**config.mk**
```make
export PLATFORM = sky130hd
export DESIGN_NAME = linear_congruence_solver_unit
export DESIGN_NICKNAME = d
export VERILOG_FILES = /design/src/design/lcs_pkg.sv /design/src/design/linear_congruence_solver_unit.sv
export SDC_FILE = /design/constraint.sdc
export NUM_CORES = 2
export LEC_CHECK = 0
export ABC_AREA = 1
export BUFFER_PORTS_ARGS = -buffer_cell sky130_fd_sc_hd__buf_2
export CORE_ASPECT_RATIO = 1.5
export CORE_UTILIZATION = 30
export DETAILED_ROUTE_END_ITERATION = 12
export HOLD_SLACK_MARGIN = 0.15
export PLACE_DENSITY = 0.48
export SKIP_CTS_REPAIR_TIMING = 1
export SLEW_MARGIN = 0
export SYNTH_ARGS = -nofsm -noshare
export SYNTH_HDL_FRONTEND = slang
export SYNTH_SLANG_ARGS = --single-unit
```
**constraint.sdc**
```tcl
create_clock -name i_clk -period 5.48 [get_ports i_clk]
set_clock_uncertainty 0.05 [all_clocks]
set_input_delay 0.274 -clock i_clk [delete_from_list [all_inputs] [get_ports i_clk]]
set_output_delay 0.274 -clock i_clk [all_outputs]
set_load 0.02 [all_outputs]
```
**src/design/lcs_pkg.sv**
```systemverilog
// Package for the linear congruence solver: widths, payload structs, status
// codes and sequencer states. No dependencies.
package lcs_pkg;
    localparam int OPERAND_WIDTH = 31;
    localparam int CNT_W = $clog2(OPERAND_WIDTH + 1);

    typedef logic [OPERAND_WIDTH-1:0] t_op;

    typedef enum logic [1:0] {
        ST_SOLVED   = 2'd0,
        ST_NO_SOL   = 2'd1,
        ST_MOD_ZERO = 2'd2
    } t_status;

    typedef struct packed {
        t_op coef_a;
        t_op rhs_b;
        t_op modulus;
    } t_req;

    typedef struct packed {
        logic [1:0] status;
        t_op        solution;
        t_op        reduced_modulus;
        t_op        common_divisor;
    } t_rsp;

    typedef enum logic [3:0] {
        S_IDLE,
        S_DIV_INIT,    // start a shift-subtract division num / den
        S_DIV_STEP,    // one quotient bit per cycle
        S_DIV_DONE,    // dispatch on what the division was for
        S_EUC_UPD,     // Bezout update t2 = t0 - q*t1 mod mr
        S_MUL_STEP,    // modular multiply, one bit per cycle
        S_OUT
    } t_state;

    // division purposes
    typedef enum logic [2:0] {
        D_GCD, D_BMOD, D_MR, D_AR, D_BR, D_SEED, D_EUC
    } t_dsel;
endpackage

```
**src/design/linear_congruence_solver_unit.sv**
```systemverilog
// Linear congruence solver top level: one sequencer around a shared
// shift-subtract divider and modular adder. Depends on lcs_pkg.
//
// Solves coef_a*x = rhs_b (mod modulus) for one request at a time. The
// sequencer runs Euclid for d = gcd(a,m), divides out d, runs the extended
// Euclid for the inverse of a/d modulo m/d and forms (inv*b/d) mod (m/d).
// Every quotient comes from one restoring divider producing one bit per cycle
// (each division: load, one step per quotient bit, dispatch), and every
// modular product from one add-double step per multiplier bit plus a
// finishing step. A zero modulus goes straight from idle to the output step;
// a general request runs up to ~46 Euclid divisions for the gcd, four more
// for the reductions and one to seed the inverse, and up to ~46
// divide/multiply/update rounds for the inverse, so the worst case is set by
// the divider and the Bezout multiply loop. o_ready is high only while the
// sequencer is idle. The finished result moves into an output register, so
// the next request can be worked on while it waits; the sequencer stalls at
// its last step only when that register is still full and not being drained.
module linear_congruence_solver_unit
    import lcs_pkg::*;
(
    input  logic  i_clk,
    input  logic  i_rst_n,
    input  logic  i_valid,
    output logic  o_ready,
    input  t_req  i_req,
    output logic  o_valid,
    input  logic  i_ready,
    output t_rsp  o_rsp
);
    t_state r_state, n_state;
    t_dsel  r_dsel, n_dsel;
    t_op r_a, n_a, r_b, n_b, r_m, n_m;
    t_op r_d, n_d, r_mr, n_mr;
    // Euclid registers
    t_op r_r0, n_r0, r_r1, n_r1, r_t0, n_t0, r_t1, n_t1;
    // divider
    t_op r_num, n_num, r_den, n_den, r_quo, n_quo;
    logic [OPERAND_WIDTH:0] r_rem, n_rem;
    logic [CNT_W-1:0] r_cnt, n_cnt;
    // modular multiply: acc += x when y bit set, x doubled
    t_op r_acc, n_acc, r_mx, n_mx, r_my, n_my;
    logic r_final, n_final;       // multiply is the final one
    logic r_vld, n_vld;
    t_rsp r_wrk, n_wrk;           // result under construction
    t_rsp r_rsp, n_rsp;           // output register

    // modular adder for the multiply step
    logic [OPERAND_WIDTH:0] add_s;
    t_op add_x, add_y, add_r;
    always_comb begin
        add_s = {1'b0, add_x} + {1'b0, add_y};
        add_r = (add_s >= {1'b0, r_mr}) ? t_op'(add_s - {1'b0, r_mr})
                                        : t_op'(add_s);
    end

    logic [OPERAND_WIDTH:0] trial;
    always_comb trial = {r_rem[OPERAND_WIDTH-1:0], r_num[OPERAND_WIDTH-1]};

    // doubling modulo mr (x < mr)
    function automatic t_op dbl(input t_op x);
        logic [OPERAND_WIDTH:0] s;
        s = {x, 1'b0};
        dbl = (s >= {1'b0, r_mr}) ? t_op'(s - {1'b0, r_mr}) : t_op'(s);
    endfunction

    always_ff @(posedge i_clk) begin
        if (!i_rst_n) begin
            r_state <= S_IDLE;
            r_vld   <= 1'b0;
        end else begin
            r_state <= n_state;
            r_vld   <= n_vld;
        end
        r_dsel <= n_dsel; r_a <= n_a; r_b <= n_b; r_m <= n_m;
        r_d <= n_d; r_mr <= n_mr; r_r0 <= n_r0; r_r1 <= n_r1;
        r_t0 <= n_t0; r_t1 <= n_t1; r_num <= n_num; r_den <= n_den;
        r_quo <= n_quo; r_rem <= n_rem; r_cnt <= n_cnt;
        r_acc <= n_acc; r_mx <= n_mx; r_my <= n_my; r_final <= n_final;
        r_wrk <= n_wrk; r_rsp <= n_rsp;
    end

    always_comb begin
        n_state = r_state; n_dsel = r_dsel;
        n_a = r_a; n_b = r_b; n_m = r_m; n_d = r_d; n_mr = r_mr;
        n_r0 = r_r0; n_r1 = r_r1; n_t0 = r_t0; n_t1 = r_t1;
        n_num = r_num; n_den = r_den; n_quo = r_quo; n_rem = r_rem;
        n_cnt = r_cnt; n_acc = r_acc; n_mx = r_mx; n_my = r_my;
        n_final = r_final; n_vld = r_vld; n_wrk = r_wrk; n_rsp = r_rsp;
        add_x = r_acc; add_y = r_mx;
        if (r_vld && i_ready) n_vld = 1'b0;
        case (r_state)
            S_IDLE: begin
                if (i_valid) begin
                    n_a = i_req.coef_a; n_b = i_req.rhs_b; n_m = i_req.modulus;
                    n_wrk = '0;
                    if (i_req.modulus == '0) begin
                        n_wrk.status = ST_MOD_ZERO;
                        n_state = S_OUT;
                    end else if (i_req.coef_a == '0) begin
                        // gcd(0, m) = m: go straight to b mod d
                        n_d = i_req.modulus;
                        n_num = i_req.rhs_b; n_den = i_req.modulus;
                        n_dsel = D_BMOD;
                        n_state = S_DIV_INIT;
                    end else begin
                        // gcd(a, m): r0 = m, r1 = a
                        n_r0 = i_req.modulus; n_r1 = i_req.coef_a;
                        n_num = i_req.modulus; n_den = i_req.coef_a;
                        n_dsel = D_GCD;
                        n_state = S_DIV_INIT;
                    end
                end
            end
            S_DIV_INIT: begin
                n_rem = '0; n_quo = '0; n_cnt = CNT_W'(OPERAND_WIDTH);
                n_state = S_DIV_STEP;
            end
            S_DIV_STEP: begin
                if (trial >= {1'b0, r_den}) begin
                    n_rem = trial - {1'b0, r_den};
                    n_quo = {r_quo[OPERAND_WIDTH-2:0], 1'b1};
                end else begin
                    n_rem = trial;
                    n_quo = {r_quo[OPERAND_WIDTH-2:0], 1'b0};
                end
                n_num = {r_num[OPERAND_WIDTH-2:0], 1'b0};
                n_cnt = r_cnt - 1'b1;
                if (r_cnt == CNT_W'(1)) n_state = S_DIV_DONE;
            end
            S_DIV_DONE: begin
                n_state = S_DIV_INIT;
                case (r_dsel)
                    D_GCD: begin
                        // r_rem = r0 % r1
                        n_r0 = r_r1; n_r1 = t_op'(r_rem);
                        if (r_rem == '0) begin
                            n_d = r_r1;
                            n_num = r_b; n_den = r_r1; n_dsel = D_BMOD;
                        end else begin
                            n_num = r_r1; n_den = t_op'(r_rem);
                        end
                    end
                    D_BMOD: begin
                        n_wrk.common_divisor = r_d;
                        n_wrk.status = (r_rem != '0) ? ST_NO_SOL : ST_SOLVED;
                        n_num = r_m; n_den = r_d; n_dsel = D_MR;
                    end
                    D_MR: begin
                        n_mr = r_quo;
                        n_wrk.reduced_modulus = r_quo;
                        if (r_wrk.status == ST_NO_SOL) begin
                            n_state = S_OUT;
                        end else begin
                            n_num = r_a; n_den = r_d; n_dsel = D_AR;
                        end
                    end
                    D_AR: begin
                        n_a = r_quo;
                        n_num = r_b; n_den = r_d; n_dsel = D_BR;
                    end
                    D_BR: begin
                        n_b = r_quo;
                        // ar % mr seeds r1
                        n_num = r_a; n_den = r_mr; n_dsel = D_SEED;
                        n_r0 = r_mr;
                        n_t0 = '0; n_t1 = (r_mr == t_op'(1)) ? '0 : t_op'(1);
                    end
                    D_SEED: begin
                        n_r1 = t_op'(r_rem);
                        if (r_rem == '0) begin
                            // no Euclid rounds: inverse is t0
                            n_acc = '0; n_mx = r_t0; n_my = r_b;
                            n_final = 1'b1;
                            n_state = S_MUL_STEP;
                        end else begin
                            n_num = r_r0; n_den = t_op'(r_rem); n_dsel = D_EUC;
                        end
                    end
                    D_EUC: begin
                        // q = r0 / r1, r2 = r0 % r1; next form q*t1 mod mr
                        n_r0 = r_r1; n_r1 = t_op'(r_rem);
                        n_acc = '0; n_mx = r_t1; n_my = r_quo;
                        n_final = 1'b0;
                        n_state = S_MUL_STEP;
                    end
                    default: n_state = S_IDLE;
                endcase
            end
            S_MUL_STEP: begin
                if (r_my == '0) begin
                    if (r_final) begin
                        n_wrk.solution = r_acc;
                        n_state = S_OUT;
                    end else begin
                        n_state = S_EUC_UPD;
                    end
                end else begin
                    if (r_my[0]) n_acc = add_r;
                    n_my = r_my >> 1;
                    n_mx = dbl(r_mx);
                end
            end
            S_EUC_UPD: begin
                // t2 = t0 - acc mod mr; r0, r1 already advanced
                n_t0 = r_t1;
                n_t1 = (r_t0 >= r_acc) ? t_op'(r_t0 - r_acc)
                                       : t_op'(r_t0 + (r_mr - r_acc));
                if (r_r1 == '0) begin
                    // inverse is the new t0; multiply by br
                    n_acc = '0; n_mx = r_t1; n_my = r_b;
                    n_final = 1'b1;
                    n_state = S_MUL_STEP;
                end else begin
                    n_num = r_r0; n_den = r_r1; n_dsel = D_EUC;
                    n_state = S_DIV_INIT;
                end
            end
            S_OUT: begin
                // load the output register once it is free or being drained
                if (!r_vld || i_ready) begin
                    n_rsp = r_wrk;
                    n_vld = 1'b1;
                    n_state = S_IDLE;
                end
            end
            default: n_state = S_IDLE;
        endcase
    end

    assign o_ready = (r_state == S_IDLE);
    assign o_valid = r_vld;
    assign o_rsp   = r_rsp;
endmodule

```
; Word level (Yosys, flattened, before mapping)
; Cells that the tools add are included.
[op_classes]
add_sub_neg = 8
mul = 0
div_mod_pow = 0
n_lt_le_gt_ge = 4
eq_ne = 42
shift = 0
muxes = 107
n_bitwise = 0
n_reduce_logical = 41
[op_table]
columns = op, count
row1 = 31-bit two-way mux, 49
row2 = 31-bit case mux with 2 select lines, 13
row3 = 31-bit case mux with 3 select lines, 4
row4 = 31-bit case mux with 6 select lines, 1
row5 = 31-bit case mux with 5 select lines, 1
row6 = 31-bit zero test, 4
row7 = 31-bit case mux with 4 select lines, 1
row8 = 62-bit case mux with 2 select lines, 1
row9 = 31-bit subtractor, 4
row10 = 32-bit by 31-bit greater-or-equal comparator with 1-bit output, 3
row11 = 95-bit two-way mux, 1
row12 = 32-bit case mux with 2 select lines, 1
row13 = 31-bit by 31-bit adder with 32-bit output, 1
row14 = 32-bit zero test, 1
row15 = 32-bit two-way mux, 1
row16 = 32-bit nonzero test, 1
row17 = 32-bit by 31-bit subtractor with 32-bit output, 1
row18 = 31-bit adder, 1
row19 = 31-bit by 1-bit == test with 1-bit output (second input constant), 1
row20 = 31-bit greater-or-equal comparator, 1
row21 = 3-bit two-way mux, 10
row22 = 4-bit case mux with 7 select lines, 1
row23 = 2-bit != test (second input constant), 13
row24 = 3-bit case mux with 6 select lines, 1
row25 = 41 further kinds, 86
[totals]
ff_bits = 701
latch_bits = 0
ramBits = 0
rom_bits = 0
in_bits = 97
output_inout_bits = 97
wordCells = 231
n_memories = 0

; Longest topological paths before layout
[depth]
word_depth = 6
mapped_depth = 25

; Least setup slack after synthesis
; OpenSTA, ideal clock, no wires.
[synth_timing]
path_type = reg-to-reg
start = reg r_dsel[2]
end = reg r_acc[0] (netlist: add_x[0]), enable pin
arrival_time_ns = 5.231
path_slack_ns = -0.191
stages_incl_launch_ff = 9
n_path_buf = 1
path_cell_list = edfxtp_1 buf_2 nand2_1 nor2_1 nor3_1 inv_1 nand3_1 a21oi_1 o21a_1
[synth_via]
elab_chain_cells = 3
word_cells_on_any_way = 5
[synth_rtl]
columns = item, line
row1 = "start, declared", linear_congruence_solver_unit.sv:31  ; t_dsel r_dsel, n_dsel;
row2 = "start signal, assigned", linear_congruence_solver_unit.sv:74  ; r_dsel <= n_dsel; r_a <= n_a; r_b <= n_b; r_m <= n_m;
row3 = 3-bit == test, linear_congruence_solver_unit.sv:132  ; case (r_dsel)
row4 = 3-bit by 1-bit != test with 1-bit output (no line) or 3-bit != test (tied branches), n/a
row5 = 6-bit AND reduction (no line) *, n/a
row6 = "end signal, assigned", linear_congruence_solver_unit.sv:78  ; r_acc <= n_acc; r_mx <= n_mx; r_my <= n_my; r_final <= n_final;
row7 = "end, declared", linear_congruence_solver_unit.sv:41  ; t_op r_acc, n_acc, r_mx, n_mx, r_my, n_my;
; Every way passes the cells marked *; elsewhere a longest branch is shown, timed or not.
; A chain may end at the register's enable or synchronous reset.

; Worst setup path in the final report
[layout_timing]
start = reg r_mx[0] (netlist: add_y[0])
end = reg r_acc[8] (netlist: add_x[8]) (data pin)
[layout_via]
elab_chain_cells = 6
word_cells_on_any_way = 7
[layout_rtl]
columns = item, line
row1 = "start, declared", linear_congruence_solver_unit.sv:41
row2 = "start signal, assigned", linear_congruence_solver_unit.sv:78
row3 = 31-bit by 31-bit adder with 32-bit output *, linear_congruence_solver_unit.sv:51  ; add_s = {1'b0, add_x} + {1'b0, add_y};
row4 = 31-bit subtractor or 32-bit by 31-bit greater-or-equal comparator with 1-bit output (tied branches), linear_congruence_solver_unit.sv:52  ; add_r = (add_s >= {1'b0, r_mr}) ? t_op'(add_s - {1'b0, r_mr})
row5 = 31-bit two-way mux *, linear_congruence_solver_unit.sv:52
row6 = 31-bit two-way mux *, linear_congruence_solver_unit.sv:198  ; if (r_my[0]) n_acc = add_r;
row7 = 31-bit two-way mux *, linear_congruence_solver_unit.sv:190  ; if (r_my == '0) begin
row8 = 31-bit case mux with 3 select lines *, linear_congruence_solver_unit.sv:91  ; case (r_state)
; Every way passes the cells marked *; elsewhere a longest branch is shown, timed or not. The select of a mux whose other input is x is not followed.

==> run metrics <==
Layout Nets 6219; WP data arrival 5.18 ns; DP HPWL 172000 um; final setup fails 0; sequential power share 32.8%; I/O pins 194; Layout Cells excl Fill 7913; synth warn 0; CTS Root Cell clkbuf_16; clk slew on worst S/H paths 0.08 ns; DR iter-0 viols 3605; Final Instance Area 52800 um2; first-pass GRT wire length 314000 um; Yosys top cell by area edfxtp_1; LEAKAGE 22.8 nW; FF+latch count, synth 700; pin count of the biggest net entering global routing 77; Post-synth top cells nand2_1 (1312), inv_1 (893), edfxtp_1 (696); Post-synth EDFFs 696; Max VDD drop 363 uV; row count 174; DP Area 48800 um2; Synth top area share 46.0%; share of cells above drive strength 1 7.88%; I/O Buffers 193; wl on met1 75300 um; Met3 Wirelength 13500 um; Area Overhead vs Synth 16.2%; Mapped Area 45400 um2; Post-Route WL 227000 um; worst-skew pair later-pin latency 0.76 ns; # clock sinks 700; Pint 15.2 mW; r2r startpoint add_y[0]; RSZ-0062 raised after global routing false; status finished, final reports clean; DR WL met2 113000 um; min cycle time layout 4.75 ns; Final GP Congestion 1.00; Combinational Power Share 44.8%; CP Class flip-flop to flip-flop; max layer used met5; CTS tree done; crit path max fanout 33; Core Box Area 150000 um2; hold path depth 5; vias in the first global route 41800; Num CTS Buffers 80; DR vias/cell 5.35; Hold Vio Cnt, Final 0; max-capacitance violation count 0; most common cell in the synthesized netlist nand2_1; Net Count, Synth 5957; H-tree Lvls 3; ys flop type edfxtp_1; Fillers 15800; share of flip-flops with an asynchronous set or reset 0%; maximum clock rate 210 MHz; Worst R2R Setup Slack 0.73 ns; Req. time, crit path 5.91 ns; initial antenna violation count 26; via count 42400; synthesized area per cell 8.06 um2; post-synthesis sequential area ratio 46.2%; drc violations 0; worst-case clock buffer depth 3; drt first pass iters 7; Cell variety after synth 49; Sw Pwr 13.0 mW; FF-to-FF path depth 19; drt wl/cell 28.7 um; hold_sp i_valid; Initial Util 30.3%; clock power share 22.4%; Pwr Density 535 nW/um2; hold crit path type input pin to flip-flop; Worst Hold End r_state[1]; normalized max-slew margin 22.1%; synth top area cells edfxtp_1 (46%), nand2_1 (11%), inv_1 (7.4%); global route total overflow 0; post-synthesis cell count 5638; Antenna Nets Post-Route 0; Vert. Die Dim 479 um; dpl cells 7660; period utilization 86.7%; Die W 320 um; max-slew violations 0; Setup TNS 0 ns; worst-margin pin slew 1.16 ns; worst reg2reg endpoint add_x[8]; switching portion of total power 46.0%; crit end category flip-flop; GRT Util Overall 29.3%; Startpoint Class flip-flop; DIE AREA 153000 um2
-- power groups by stage --
| stage | registers, mW | clock network [mW] | logic, mW |
|---|---|---|---|
| floorplan | 8.79 | 0 | 7.83 |
| global placement | 9.30 | 0 | 12.4 |
| detailed placement | 9.32 | 0 | 12.4 |
| global route | 9.34 | 6.58 | 13.7 |
| CTS | 9.22 | 6.42 | 12.4 |
| finish | 9.25 | 6.33 | 12.6 |
-- cell type report --
class	count	area [um2]	area share, %
Sequential cell	700	21000	39.8
Clock inverter	58	951	1.80
Antenna cell	12	30.0	0.0569
Inverter	902	3390	6.43
Clock buffer	89	2040	3.86
Timing Repair Buffer	365	2510	4.77
Multi-Input combinational cell	3851	20400	38.7
Tap cell	1936	2420	4.59
-- per-layer routing --
layer	up-vias	GRT usage [%]
li1	19500	-
met3	699	5.50
met5	-	0
met2	1900	51.6
met1	20300	28.9
met4	14	27.5
-- placed cells by master, fill, tap and decap left out, types with 8 or more instances in the layout --
master and count:
inv_2 8, buf_2 193, nand4_1 69, xnor2_1 38
o21a_1 9, clkinv_2 14, nor3_1 50, o21bai_1 21
xor2_1 62, bufinv_16 20, o221ai_1 38, fa_1 35
o21ai_1 11, nand3_1 284, o21ai_0 424, and2_1 8
ha_1 187, diode_2 12, nand2_1 1308, clkinv_1 9
o211ai_1 51, a31oi_1 9, a21oi_1 424, a21o_1 10
clkbuf_16 80, nand3b_1 50, or2_2 12, nor2_4 8
nor4_1 14, o2111ai_1 31, nor2_2 12, edfxtp_1 696
clkbuf_1 9, inv_1 890, o22ai_1 51, a22o_1 30
nor2_1 566, buf_4 77, dlygate4sd3_1 93
-- worst max-delay path, cell delays in order, from the launching register on --
cell	delay, ns
edfxtp_1	0.45
ha_1	0.27
fa_1	0.48
nand3_1	0.13
nand3_1	0.20
nand2_1	0.11
nand3_1	0.19
xor2_1	0.24
ha_1	0.37
nand2_1	0.12
nor2_1	0.37
nand2_1	0.09
nor2_1	0.20
nand2_1	0.07
nand4_1	0.13
nand3_2	0.10
nand2_2	0.59
nand2_1	0.13
nand2_1	0.11
nor2_1	0.05
-- through the flow --
stage | setup WS, ns | total power [mW] | hold slack [ns] | util [%]
after detailed placement | 0.802 | 21.7 | 0.355 | 32.5
after floorplan | 0.268 | 16.6 | 0.323 | -
after global placement | 0.771 | 21.7 | 0.352 | 32.5
final | 0.727 | 28.2 | 0.147 | 35.2
after global routing | 0.405 | 29.6 | 0.170 | 35.2
after CTS | 0.775 | 28.1 | -0.332 | 34.5
-- how the worst max path moves through the flow --
stage | start | endpoint | cells past startpoint
2_1_floorplan | r_state[2] | o_rsp[0] | 4
3_5_place_dp | add_y[0] | add_x[8] | 19
3_3_place_gp | add_x[8] | add_x[2] | 19
4_1_cts | add_y[0] | add_x[8] | 19
5_1_grt | add_x[2] | add_x[8] | 21
6_report | add_y[0] | add_x[8] | 19
-- logic make-up (layout without fill, tap and decap cells) --
kind of cell | after synthesis | count (layout) | synth area share, %
AO/OA/AOI/OAI | 1131 | 1131 | 14.1
XOR/XNOR | 100 | 100 | 1.93
adder cells (fa/ha/maj) | 222 | 222 | 6.69
buffers and inverters | 1087 | 1414 | 9.21
flip-flops | 700 | 700 | 46.2
other | 0 | 12 | 0
AND/OR/NAND/NOR | 2398 | 2398 | 21.9
Note: power is estimated with default switching activity, not from simulation.
